<file path="config.mk">
export PLATFORM = sky130hd
export DESIGN_NAME = p99ps_tally
export DESIGN_NICKNAME = d
export VERILOG_FILES = /design/src/hw/rtl/p99ps_pkg.sv /design/src/hw/rtl/p99ps_tally.sv
export SDC_FILE = /design/constraint.sdc
export NUM_CORES = 1
export LEC_CHECK = 0
export ABC_AREA = 1
export BUFFER_PORTS_ARGS = -buffer_cell sky130_fd_sc_hd__buf_2
export CAP_MARGIN = 10
export CORE_MARGIN = 3
export CORE_UTILIZATION = 62
export CTS_BUF_LIST = sky130_fd_sc_hd__clkbuf_16
export DETAILED_ROUTE_END_ITERATION = 12
export PLACE_DENSITY = 0.94
export SLEW_MARGIN = 5
export SYNTH_ARGS = -nofsm -noshare
export SYNTH_HDL_FRONTEND = slang
export SYNTH_SLANG_ARGS = --single-unit
</file>
<file path="constraint.sdc">
create_clock -name clk -period 4.9 [get_ports clk]
set_clock_uncertainty 0.05 [all_clocks]
set_input_delay 0.245 -clock clk [delete_from_list [all_inputs] [get_ports clk]]
set_output_delay 0.245 -clock clk [all_outputs]
set_load 0.01 [all_outputs]
</file>
<file path="src/hw/rtl/p99ps_pkg.sv">
// Package for the p99 percentile selector.
// Holds the controller state type, the tally control struct and the signed compare.
// No dependencies.
package p99ps_pkg;

    localparam int unsigned DATA_W = 64;
    localparam int unsigned MOD_W  = 7;
    localparam logic [MOD_W-1:0] MOD_TOP = 7'd99;
    localparam logic [DATA_W-1:0] SIGN_FLIP = 64'h8000_0000_0000_0000;

    typedef enum logic [2:0] {
        ST_IDLE,
        ST_SCAN,
        ST_PLACE,
        ST_RANK,
        ST_FETCH
    } ctrl_state_t;

    typedef struct packed {
        logic inc;
        logic drop;
        logic clear;
    } tally_ctrl_t;

    function automatic logic signed_gt(input logic [DATA_W-1:0] a, input logic [DATA_W-1:0] b);
        signed_gt = (a ^ SIGN_FLIP) > (b ^ SIGN_FLIP);
    endfunction

endpackage

</file>
<file path="src/hw/rtl/p99ps_tally.sv">
// Sample count, overflow flag and running floor(count/100) for the rank.
// rank = count - ceil(count/100) = floor(count*99/100). Depends on p99ps_pkg.
module p99ps_tally
    import p99ps_pkg::*;
#(
    parameter int unsigned MAX_VALUES = 256,
    parameter int unsigned AW         = 8,
    parameter int unsigned CW         = 9
)
(
    input  logic        clk,
    input  logic        rst_n,
    input  tally_ctrl_t ctrl,
    output logic [CW-1:0] count,
    output logic [AW-1:0] rank,
    output logic          full,
    output logic          ovf
);

    logic [CW-1:0]    count_reg, count_next;
    logic [CW-1:0]    hund_reg, hund_next;
    logic [MOD_W-1:0] mod_reg, mod_next;
    logic             ovf_reg, ovf_next;
    logic [CW-1:0]    rank_full;

    always_comb
    begin
        count_next = count_reg;
        hund_next  = hund_reg;
        mod_next   = mod_reg;
        ovf_next   = ovf_reg;
        if (ctrl.clear)
        begin
            count_next = '0;
            hund_next  = '0;
            mod_next   = '0;
            ovf_next   = 1'b0;
        end
        else
        begin
            if (ctrl.inc)
            begin
                count_next = count_reg + CW'(1);
                if (mod_reg == MOD_TOP)
                begin
                    mod_next  = '0;
                    hund_next = hund_reg + CW'(1);
                end
                else
                begin
                    mod_next = mod_reg + MOD_W'(1);
                end
            end
            if (ctrl.drop)
            begin
                ovf_next = 1'b1;
            end
        end
    end

    always_ff @(posedge clk or negedge rst_n)
    begin
        if (!rst_n)
        begin
            count_reg <= '0;
            hund_reg  <= '0;
            mod_reg   <= '0;
            ovf_reg   <= 1'b0;
        end
        else
        begin
            count_reg <= count_next;
            hund_reg  <= hund_next;
            mod_reg   <= mod_next;
            ovf_reg   <= ovf_next;
        end
    end

    assign rank_full = count_reg - hund_reg - CW'(mod_reg != '0);
    assign rank      = rank_full[AW-1:0];
    assign count     = count_reg;
    assign full      = (count_reg == CW'(MAX_VALUES));
    assign ovf       = ovf_reg;

endmodule

</file>
==> results.sh <==
export IMPL_std_cell_rows=19
export IMPL_drive_gt1_frac=0.1418
export IMPL_cp_required_ns=4.61
export IMPL_multi_input_area_um2=1056
export IMPL_crit_family="adder cells"
export IMPL_synth_top_area_share=0.3320
export IMPL_worstHoldStart="ctrl[1]"
export IMPL_endpoint_kind="output pin"
export IMPL_r2r_cells=8
export IMPL_drc=0
export IMPL_vias=1672
export IMPL_power_frac_seq=0.334
export IMPL_cts_resized=0
export IMPL_cts_tree="yes"
export IMPL_syn_mean_instance_area_um2=7.537
export IMPL_cp_cell_sequence="nor3_1 > nand3_1 > fa_1 > fa_1 > inv_1 > nand4_1 > nand3_1 > xor2_1 > buf_2"
export IMPL_synth_area_leader_cell="dfrtp_1"
export IMPL_crit_cells=9
export IMPL_grt_pass1_vias=1486
export IMPL_cp_arrival_ns=2.42
export IMPL_wirelength_met1_um=1715
export IMPL_cts_root_buf="clkbuf_16"
export IMPL_drt_iter0_drc=91
export IMPL_area_growth_pct=11.49
export IMPL_netlist_area_um2=1884
export IMPL_hold_class="input port to register"
export IMPL_via_per_inst=5.464
export IMPL_num_antenna_cells=0
export IMPL_swShare=0.3687
export IMPL_port_buffers=23
export IMPL_regArea_um2=625.6
export IMPL_slew_limit_headroom=0.6196
export IMPL_clk_pin_slew_worst_paths_ns=0.06
export IMPL_fin_crit_sh=0.5542
export IMPL_final_common_cell="nand2_1"
export IMPL_met2WireLength_um=1976
export IMPL_finalHoldViolCount=0
export IMPL_cp_start_kind="register"
export IMPL_io_pins=24
export IMPL_clk_latency_ns=0.26
export IMPL_worst_setup_path_type="register to output pin"
export IMPL_vdd_drop_max_mv=0.3721
export IMPL_wl_met3_um=200
export IMPL_cp_startpoint="mod_reg[4]$_DFFE_PN0P_"
export IMPL_dp_hpwl_um=3114
export IMPL_dieWidth_um=61.13
export IMPL_holdPathStages=3
export IMPL_period_needed_ns=2.716
export IMPL_grt_max_degree=26
export IMPL_utilization=0.7426
export IMPL_p_per_area_nw_per_um2=342.1
export IMPL_h_tree_depth=1
export IMPL_fin_tns_setup_ns=0
export IMPL_synth_edff_count=0
export IMPL_switchingPower_mw=0.2650
export IMPL_yosysUniqueCellTypes=26
export IMPL_grt_pass1_wl_um=6658
export IMPL_syn_inst=250
export IMPL_cts_buffers=3
export IMPL_nFillCells=216
export IMPL_synth_flop_cell="dfrtp_1"
export IMPL_synthArstFlopShare=1.000
export IMPL_syn_nets=274
export IMPL_final_cells=306
export IMPL_worst_slew_pin_slew_ns=0.5706
export IMPL_r2r_start="mod_reg[0]$_DFFE_PN0P_"
export IMPL_crit_path_max_fanout=4
export IMPL_grt_usage=0.2406
export IMPL_critPathBufInv=2
export IMPL_dr_pass1_iters=4
export IMPL_dp_cells=301
export IMPL_setup_viol=0
export IMPL_yosysWarningCount=0
export IMPL_gp_congestion=0.9560
export IMPL_grt_overflow=0
export IMPL_pwr_share_clk=0.247
export IMPL_wl_per_cell_um=12.97
export IMPL_postRouteWirelength_um=3969
export IMPL_highest_layer="met4"
export IMPL_ctsLongestPathBuffers=2
export IMPL_outcome="complete, no violations"
export IMPL_p_leak_nw=1.176
export IMPL_mostFrequentLayoutCells="nand2_1, inv_1, nor2_1, dfrtp_1, buf_2"
export IMPL_rsz0062_at_grt="false"
export IMPL_slowest_delay_ns=0.42
export IMPL_largest_register_ffs=9
export IMPL_die_h_um=61.13
export IMPL_initial_core_util=0.6661
export IMPL_die_area_um2=3737
export IMPL_clock_fmax_mhz=368.2
export IMPL_post_cts_buffers=0
export IMPL_ant_nets=0
export IMPL_crit_path_top_delay_cell="fa_1"
export IMPL_p_int_mw=0.4537
export IMPL_ys_top_cells_by_area="dfrtp_1, ha_1, nand2_1"
export IMPL_p_comb_frac=0.419
export IMPL_slew_violations=0
export IMPL_grt_antenna_before_repair=0
export IMPL_ys_ff_latch=25
export IMPL_placeableCoreArea_um2=2829
export IMPL_cts_sinks=25
export IMPL_fin_nets=300
export IMPL_seq_area_frac_synth=0.3320
export IMPL_maxCapViolations=0
-- metrics by stage --
stage	hold slack [ns]	worst slack [ns]	total power [mW]	area, µm²
2_1_floorplan	-0.1006	2.674	0.4391	1884
4_1_cts	0.1716	2.178	0.7215	2101
3_3_place_gp	0.2135	2.537	0.5280	2012
5_1_grt	0.1881	1.959	0.7722	2101
6_report	0.1737	2.184	0.7186	2101
3_5_place_dp	0.2225	2.464	0.5417	2012
-- per-layer routing --
metal,GRT usage,vias to the layer above
li1,-,846
met1,0.3249,765
met2,0.3912,52
met3,0.03564,9
met4,0.08978,0
met5,0,-
-- Yosys cell counts (all sizes together), types with 2 or more instances --
| master | number |
|---|---|
| a21oi | 10 |
| buf | 3 |
| dfrtp | 25 |
| fa | 2 |
| ha | 17 |
| inv | 47 |
| nand2 | 50 |
| nand3 | 19 |
| nand4 | 11 |
| nor2 | 32 |
| nor3 | 4 |
| o21a | 2 |
| o21ai | 13 |
| xnor2 | 4 |
| xor2 | 9 |
-- tightest hold or removal path: stages --
cell and delay (ns):
buf_2 0.08, nor2_1 0.04, nor2_1 0.08
-- power groups by stage --
stage               clock network (mW)  registers [mW]  logic [mW]
floorplan                            0           0.244       0.195
global placement                     0           0.242       0.286
detailed placement                   0           0.243       0.299
CTS                              0.181           0.240       0.301
global route                     0.192           0.243       0.338
finish                           0.178           0.240       0.301
-- cells by family (layout without fill, tap and decap cells) --
| family | count (synthesis) | count (layout) | share of synthesized area |
|---|---|---|---|
| AOI/OAI and AO/OA | 26 | 26 | 0.07503 |
| xor gates and xnor gates | 13 | 13 | 0.06043 |
| adders and majority gates | 19 | 19 | 0.1341 |
| buffers and inverters | 50 | 75 | 0.1076 |
| DFF | 25 | 25 | 0.3320 |
| and+or+nand+nor | 117 | 117 | 0.2908 |
-- worst paths after layout --
path / slack [ns] / to
setup / recovery: 2.18 / rank[6]
hold / removal: 0.17 / ovf$_DFFE_PN0P_
setup reg to reg: 3.31 / hund_reg[7]$_DFFE_PN0P_
hold reg to reg: 0.45 / ovf$_DFFE_PN0P_
max in group asynchronous: 3.96 / hund_reg[6]$_DFFE_PN0P_
min in group asynchronous: 0.46 / count[0]$_DFFE_PN0P_
-- timing repair --
action	CTS	global route
hold buffers	1	0
endpoints found under the hold margin	25	0
endpoints found under the setup margin	0	0
-- layout make-up --
class,count,area share
multi-input cells,175,0.5027
flip-flops and latches,25,0.2978
inverters,47,0.08398
repair buffers,24,0.05956
clock buffers,3,0.03574
well taps,31,0.01846
clock inverters,1,0.001787
Note: power is estimated with default switching activity, not from simulation.
